$ cat config.mk
export PLATFORM = sky130hd
export DESIGN_NAME = tbp_ctrl
export DESIGN_NICKNAME = d
export VERILOG_FILES = /design/src/rtl/tbp_pkg.sv /design/src/rtl/tbp_ctrl.sv
export SDC_FILE = /design/constraint.sdc
export NUM_CORES = 1
export LEC_CHECK = 0
export BUFFER_PORTS_ARGS = -buffer_cell sky130_fd_sc_hd__buf_2
export CAP_MARGIN = 20
export CORE_AREA = 3 3 40 42
export CTS_CLUSTER_SIZE = 28
export DETAILED_ROUTE_END_ITERATION = 8
export DIE_AREA = 0 0 43 45
export GPL_ROUTABILITY_DRIVEN = 1
export PLACE_DENSITY = 0.4
export SLEW_MARGIN = 20
export SYNTH_ARGS = -nofsm -noshare
export SYNTH_HDL_FRONTEND = slang
export SYNTH_SLANG_ARGS = --single-unit
$ cat constraint.sdc
create_clock -name clock -period 1.4 [get_ports clock]
set_input_delay 0.28 -clock clock [delete_from_list [all_inputs] [get_ports clock]]
set_output_delay 0.28 -clock clock [all_outputs]
set_load 0.02 [all_outputs]
$ cat src/rtl/tbp_pkg.sv
// Shared types and constants of the tournament branch predictor.
package tbp_pkg;

   localparam logic OP_PREDICT = 1'b0;
   localparam logic OP_UPDATE  = 1'b1;

   localparam logic [2:0] LOCAL_MAX = 3'd7;
   localparam logic [1:0] SMALL_MAX = 2'd3;

   typedef struct packed {
      logic        opcode;
      logic [31:0] branch_address;
      logic        cond_branch;
      logic        outcome_taken;
   } req_type;

   typedef struct packed {
      logic predict_taken;
      logic chose_local;
   } rsp_type;

   typedef enum logic [3:0] {
      S_CLEAR   = 4'b0001,
      S_IDLE    = 4'b0010,
      S_LOOKUP  = 4'b0100,
      S_RESOLVE = 4'b1000
   } ctrl_state_type;

   typedef struct packed {
      logic clear;
      logic accept;
      logic read_lcnt;
      logic finish;
   } cmd_type;

   typedef struct packed {
      logic clear_done;
   } sts_type;

endpackage

$ cat src/rtl/tbp_ctrl.sv
// Controller state machine that sequences clearing, lookup and resolve.
module tbp_ctrl import tbp_pkg::*; (
   input  logic    clock,
   input  logic    reset,
   input  logic    start,
   output logic    busy,
   input  sts_type sts,
   output cmd_type cmd
);

   ctrl_state_type state_ff, state_in;

   always_comb begin
      state_in = state_ff;
      cmd      = '0;
      case (state_ff)
         S_CLEAR: begin
            cmd.clear = 1'b1;
            if (sts.clear_done) begin
               state_in = S_IDLE;
            end
         end
         S_IDLE: begin
            if (start) begin
               cmd.accept = 1'b1;
               state_in   = S_LOOKUP;
            end
         end
         S_LOOKUP: begin
            cmd.read_lcnt = 1'b1;
            state_in      = S_RESOLVE;
         end
         S_RESOLVE: begin
            cmd.finish = 1'b1;
            state_in   = S_IDLE;
         end
         default: begin
            state_in = S_CLEAR;
         end
      endcase
   end

   always_ff @(posedge clock) begin
      if (reset) begin
         state_ff <= S_CLEAR;
      end else begin
         state_ff <= state_in;
      end
   end

   assign busy = (state_ff != S_IDLE);

endmodule

==> out/qor_table.md, run 1 <==
| Quantity | This run | Unit |
| --- | --- | --- |
| Outcome | complete, but fails checks | - |
| Violated checks | setup timing | - |
| Vias post-DR | 213 | - |
| Number of enable-type register cells in the synthesized netlist | 0 | - |
| CP startpoint kind | register | - |
| Largest net degree at the start of global routing | 7 | - |
| Top reg by flops | state_ff | - |
| Average cell area after synthesis | 10.1 | µm² |
| Clock root cell | sky130_fd_sc_hd__clkbuf_4 | - |
| Final hold violations | 0 | - |
| Die Span Y | 45 | µm |
| MaxCap Viol Count | 0 | - |
| Avg Vias per Cell | 4.26 | - |
| Hold path startpoint | reset | - |
| Number of synthesized register bits | 4 | - |
| Num CTS Buffers | 3 | - |
| Sinks on Clock Net | 4 | - |
| Ports | 9 | - |
| Die outline area | 1940 | µm² |
| Synthesized Nets | 26 | - |
| Time the final worst path needs with I/O delays and setup | 1480 | ps |
| Final setup violating endpoints | 3 | - |
| Final Max Slew Viols | 0 | - |
| Hold path depth | 2 | - |
| TritonCTS clock tree | yes | - |
| Setup repair after global routing missed its margin | yes | - |
| Detailed Routing Iterations Pass 1 | 2 | - |
| Residual overflow from global routing | 0 | - |
| Antenna viol nets, final | 0 | - |
| Power density normalized to cell area | 969 | nW/µm² |
| Max H-tree Level | 1 | - |
| Number of nets in the layout | 41 | - |
| Most frequent cells after synthesis | sky130_fd_sc_hd__dfxtp_1 (4), sky130_fd_sc_hd__nor4b_2 (3), sky130_fd_sc_hd__inv_2 (2), sky130_fd_sc_hd__nor2_1 (2) | - |
| Slowest cell on the critical path | sky130_fd_sc_hd__dfxtp_4 | - |
| Transition time at the pin with the least slew margin | 246 | ps |
| Synth Instances | 22 | - |
| GRT Util Overall | 7.58 | % |
| Data arrival time of the critical path | 1200 | ps |
| Buffers from clock root to sink, at most | 2 | - |
| Top cells by area, synth | sky130_fd_sc_hd__dfxtp_1 (36%), sky130_fd_sc_hd__nor4b_2 (20%), sky130_fd_sc_hd__nand3b_2 (5.1%) | - |
| Number of antenna violations at the first check in global routing | 0 | - |
| Biggest area consumer among synthesized cells | sky130_fd_sc_hd__dfxtp_1 | - |
| Post-synthesis instance area | 221 | µm² |
| Global-route wire length before repair | 1000 | µm |
| Effective utilization at floorplan | 17.2 | % |
| Register area share after synthesis | 36.2 | % |
| Number of cells on the worst reg-to-reg path | 5 | - |
| Synth Flop Type | sky130_fd_sc_hd__dfxtp_1 | - |
| Insertion delay to the later sink of the worst-skew pair | 230 | ps |
| Worst Skew | 0.711 | ps |
| Data required time at the worst endpoint | 1120 | ps |
| Maximum resistive drop on vdd | 0.000309 | V |
| Slowest cell delay on critical path | 350 | ps |
| Worst r2r dst | state_ff[0]$_SDFFE_PP1P_ | - |
| Row count | 13 | - |
| Fmax | 678 | MHz |
| Portion of the clock cycle consumed by the worst path in the final layout | 105 | % |
| Growth of design area from synthesis to finish | 63.3 | % |
| Leading registers by flop count | state_ff (4) | - |
| Detailed Route Iter0 Violations | 1 | - |
| PnR worst setup slack | -75.5 | ps |
| Antenna fix cells | 0 | - |
| CP cell instances | nor4b_4 > inv_2 > nor2_2 > buf_6 | - |
| CP top delay family | simple AND/OR/NAND/NOR gates | - |
| Crit path capture type | primary output | - |
| Relative max-transition margin | 83.5 | % |
| Largest register FFs | 4 | - |
| Util after Layout | 28.1 | % |
| Share of Yosys cell area claimed by the top area cell type | 36.2 | % |
| Number of global-route vias before repair | 244 | - |
| Overall die width | 43 | µm |
| Number of input and output port buffers inserted | 8 | - |
| Slack of the worst reg-to-reg path | 240 | ps |
| Placer's final routability congestion estimate | 0.661 | - |
| DRT Wirelength | 536 | µm |
| Fraction of synthesis flops using an asynchronous set or reset pin | 0 | % |
| Reg2reg start | state_ff[3]$_SDFFE_PP0P_ | - |
| Core area | 1280 | µm² |
| Fraction of final layout cells sized beyond drive strength 1 | 74.3 | % |
| Lkg Pwr | 0.159 | nW |
| Pwr Total | 351 | µW |
| Clock transition at the registers of the reported paths | 40 | ps |
| Dominant cell by count in the synthesized netlist | sky130_fd_sc_hd__dfxtp_1 | - |
| Synth warn | 0 | - |
| Type of the worst setup path | register to primary output | - |
| Hold Path Class | input port to register | - |
| Number of distinct standard cells referenced by the synthesized netlist | 15 | - |
| Hold-critical path endpoint | state_ff[1]$_SDFFE_PP0P_ | - |
| DP Worst Slack | 74.8 | ps |
| Largest fanout on the critical path | 4 | - |
| Avg WL per Cell | 10.7 | µm |
| Number of filler instances in the final layout | 138 | - |
| WP buf/inv | 2 | - |
| DRC Markers | 0 | - |
[worst register-to-register path, stage by stage, from the launching register on]
cell	delay, ps
sky130_fd_sc_hd__dfxtp_4	350
sky130_fd_sc_hd__nor2_2	140
sky130_fd_sc_hd__nand3b_2	120
sky130_fd_sc_hd__inv_2	70
sky130_fd_sc_hd__a31oi_1	40
sky130_fd_sc_hd__a221o_1	330
[layer usage]
| layer | vias to the layer above | global-route usage [%] | part of all wire [%] |
|---|---|---|---|
| met4 | 0 | 10.8 | 5.4 |
| met5 | - | 0 | 0 |
| li1 | 105 | - | - |
| met2 | 10 | 10.8 | 48 |
| met3 | 3 | 1.59 | 5.0 |
| met1 | 95 | 7.97 | 42 |
[placed cells by master (no fill, tap or decap), drive strengths merged, types with 2 or more instances in the layout]
master	synthesis	final
inv	3	3
clkbuf	0	3
dfxtp	4	4
buf	0	10
nor4b	3	3
nor2	3	3
nor3	2	2
[kinds of logic after synthesis]
family                    synth area share [%]
AOI/OAI and AO/OA                         10.7
xor gates and xnor gates                  3.96
buffers and inverters                     5.08
DFF                                       36.2
and+or+nand+nor                           44.1
[worst max path at each step]
stage / endpoint / from / cells past startpoint / slack (ps)
after floorplan: state_ff[1]$_SDFFE_PP0P_ / state_ff[2]$_SDFFE_PP0P_ / 3 / 70
after global placement: cmd[2] / state_ff[1]$_SDFFE_PP0P_ / 4 / 70
after detailed placement: cmd[2] / state_ff[1]$_SDFFE_PP0P_ / 4 / 70
final: cmd[2] / state_ff[3]$_SDFFE_PP0P_ / 4 / -80
after global routing: cmd[2] / state_ff[3]$_SDFFE_PP0P_ / 4 / -150
after CTS: cmd[2] / state_ff[3]$_SDFFE_PP0P_ / 4 / -80
[stage by stage]
stage | TNS, ps | std cells | cell area [µm²] | hold WS, ps
finish | -134 | 50 | 362 | 266
detailed placement | 0 | 45 | 283 | 521
global route | -428 | 50 | 362 | 271
CTS | -119 | 49 | 349 | 265
global placement | 0 | 45 | 283 | 510
floorplan | 0 | 22 | 224 | 350
[where the power goes]
group / internal [mW] / switching (mW)
Sequential: 0.122 / 0.0151
Combinational: 0.0421 / 0.0323
Clock: 0.0956 / 0.0438
[final cells by class]
cell class	count	area [µm²]	area share (%)
multi-input combinational	15	150	41.5
sequential	4	90.1	24.9
timing repair buffer	10	68.8	19.0
clock buffer	3	22.5	6.23
tap	15	18.8	5.19
inverter	3	11.3	3.11
[repair_timing]
item,in CTS,in global routing
pin swaps,1,1
gates resized for setup,11,2
setup buffers,1,1
endpoints found under the setup margin,4,5
hold buffers,0,0
(Power assumes the default switching activity.)
==> run 2: changes to the inputs <==
Settings changed: PLACE_DENSITY 0.4 to 0.42.
==> run 2 against run 1 <==
  * The flow still finishes with violations (setup timing)
  * Fmax increased by 1.4%
  * Power decreased by 0.63%
  * Clock skew up 2.3 ps
  * Sequential power about the same
  * Critical path type unchanged
  * Largest cell class unchanged
  * Largest power group unchanged
==> out/qor_table.md, run 2 (synthesized netlist as in run 1, its figures left out) <==
| Quantity | This run | Unit |
| --- | --- | --- |
| Hold Path Class | input port to register | - |
| GRT Util Overall | 7.15 | % |
| Sequential group share of total power | 39.4 | % |
| Placed cell areas | 283 | µm² |
| Fmax | 687 | MHz |
| MaxCap Viol Count | 0 | - |
| Lkg Pwr | 0.148 | nW |
| Met1 usage | 6.47 | % |
| PnR worst setup slack | -54.9 | ps |
| Relative max-transition margin | 80.6 | % |
| Global-route wire length before repair | 972 | µm |
| Overall die width | 43 | µm |
| Clock transition at the registers of the reported paths | 40 | ps |
| Growth of design area from synthesis to finish | 54.8 | % |
| Number of global-route vias before repair | 234 | - |
| Util after Layout | 26.7 | % |
| Number of cells on the worst reg-to-reg path | 5 | - |
| Maximum resistive drop on vdd | 0.000335 | V |
| Residual overflow from global routing | 0 | - |
| Global-route track usage on met3 | 1.20 | % |
| Data required time at the worst endpoint | 1120 | ps |
| Die outline area | 1940 | µm² |
| Post-DP HPWL | 420 | µm |
| Fraction of final layout cells sized beyond drive strength 1 | 74.3 | % |
| Final non-filler cell area | 343 | µm² |
| Vias post-DR | 213 | - |
| Number of antenna violations at the first check in global routing | 0 | - |
| Portion of total power attributed to the clock network | 40.0 | % |
| Most frequent cells in the layout | sky130_fd_sc_hd__buf_2 (6), sky130_fd_sc_hd__dfxtp_2 (4), sky130_fd_sc_hd__clkbuf_4 (3), sky130_fd_sc_hd__buf_4 (3) | - |
| Effective utilization at floorplan | 17.2 | % |
| Hold path depth | 2 | - |
| Ports | 9 | - |
| Die Span Y | 45 | µm |
| Largest net degree at the start of global routing | 7 | - |
| Time the final worst path needs with I/O delays and setup | 1450 | ps |
| Detailed Route Iter0 Violations | 1 | - |
| Net Sw Power | 91.0 | µW |
| Combinational cell fraction of total power | 20.6 | % |
| Transition time at the pin with the least slew margin | 290 | ps |
| Final Max Slew Viols | 0 | - |
| DRT Wirelength | 530 | µm |
| Detailed Routing Iterations Pass 1 | 3 | - |
| Largest register FFs | 4 | - |
| Net switching fraction of the power | 26.1 | % |
| Num CTS Buffers | 3 | - |
| Antenna fix cells | 0 | - |
| Portion of the clock cycle consumed by the worst path in the final layout | 104 | % |
| Final hold violations | 0 | - |
| TritonCTS clock tree | yes | - |
| Clock root cell | sky130_fd_sc_hd__clkbuf_4 | - |
| Setup repair after global routing missed its margin | yes | - |
| Sinks on Clock Net | 4 | - |
| Core area | 1280 | µm² |
| Final TNS setup | -85.0 | ps |
| DP Worst Slack | 33.3 | ps |
| Number of nets in the layout | 41 | - |
| Largest fanout on the critical path | 6 | - |
| Number of input and output port buffers inserted | 8 | - |
| Placer's final routability congestion estimate | 0.662 | - |
| Most crowded layer after global routing | met2 | - |
| Global routing usage on met2 | 12.3 | % |
| Number of filler instances in the final layout | 138 | - |
| Crit path capture type | primary output | - |
| Data arrival time of the critical path | 1170 | ps |
| Leading registers by flop count | state_ff (4) | - |
| Outcome | complete, but fails checks | - |
| Max H-tree Level | 1 | - |
| Violated checks | setup timing | - |
| Avg Vias per Cell | 4.26 | - |
| Worst Skew | 3.01 | ps |
| Power density normalized to cell area | 1020 | nW/µm² |
| Insertion delay to the later sink of the worst-skew pair | 230 | ps |
| DRC Markers | 0 | - |
| Antenna viol nets, final | 0 | - |
| Type of the worst setup path | register to primary output | - |
| Final setup violating endpoints | 3 | - |
| Top reg by flops | state_ff | - |
| Cell-internal power | 257 | µW |
| Buffers from clock root to sink, at most | 2 | - |
| Most common cell after layout, fill and taps aside | sky130_fd_sc_hd__buf_2 | - |
| CP startpoint kind | register | - |
| Avg WL per Cell | 10.6 | µm |
| Row count | 13 | - |
==> run 2: metrics by stage <==
step | cells | hold WS (ps) | total power, mW
floorplan | 22 | 350 | 0.178
global placement | 45 | 504 | 0.195
detailed placement | 45 | 518 | 0.198
CTS | 49 | 262 | 0.355
global route | 50 | 260 | 0.371
finish | 50 | 264 | 0.348
==> run 2: layout make-up <==
cell class / count / area [µm²] / area share (%)
flip-flops and latches: 4 / 85.1 / 24.8
well taps: 15 / 18.8 / 5.47
multi-input cells: 15 / 141 / 41.2
repair buffers: 10 / 63.8 / 18.6
inverters: 3 / 11.3 / 3.28
clock buffers: 3 / 22.5 / 6.57
==> run 2: worst paths after layout <==
check / slack [ps] / to / startpoint
max: -50 / cmd[2] / state_ff[0]$_SDFFE_PP1P_
min: 260 / state_ff[2]$_SDFFE_PP0P_ / reset
max reg2reg: 210 / state_ff[1]$_SDFFE_PP0P_ / state_ff[1]$_SDFFE_PP0P_
min reg2reg: 560 / state_ff[3]$_SDFFE_PP0P_ / state_ff[2]$_SDFFE_PP0P_
==> run 2: critical path: stages (launching register included) <==
cell                      delay (ps)
sky130_fd_sc_hd__dfxtp_2         350
sky130_fd_sc_hd__nor4b_4         310
sky130_fd_sc_hd__inv_2            80
sky130_fd_sc_hd__nor2_2          100
sky130_fd_sc_hd__buf_6           120
==> run 2: routing by layer <==
| layer | wire length, µm | part of all wire (%) |
|---|---|---|
| met2 | 333 | 63 |
| met5 | 0 | 0 |
| met4 | 0 | 0 |
| met3 | 24 | 4.5 |
| met1 | 172 | 32 |
==> run 2: repair_timing <==
| action | in CTS | in global routing |
|---|---|---|
| pin swaps | 3 | 1 |
| buffers inserted | 1 | 1 |
| hold buffers | 0 | 0 |
| endpoints found under the setup margin | 4 | 5 |
| resized for setup | 6 | 2 |
==> run 2: power groups by stage <==
| stage | sequential, mW | clock (mW) | combinational [mW] |
|---|---|---|---|
| detailed placement | 0.136 | 0 | 0.0620 |
| global route | 0.139 | 0.152 | 0.0803 |
| global placement | 0.135 | 0 | 0.0601 |
| CTS | 0.137 | 0.147 | 0.0707 |
| floorplan | 0.133 | 0 | 0.0448 |
| finish | 0.137 | 0.139 | 0.0718 |
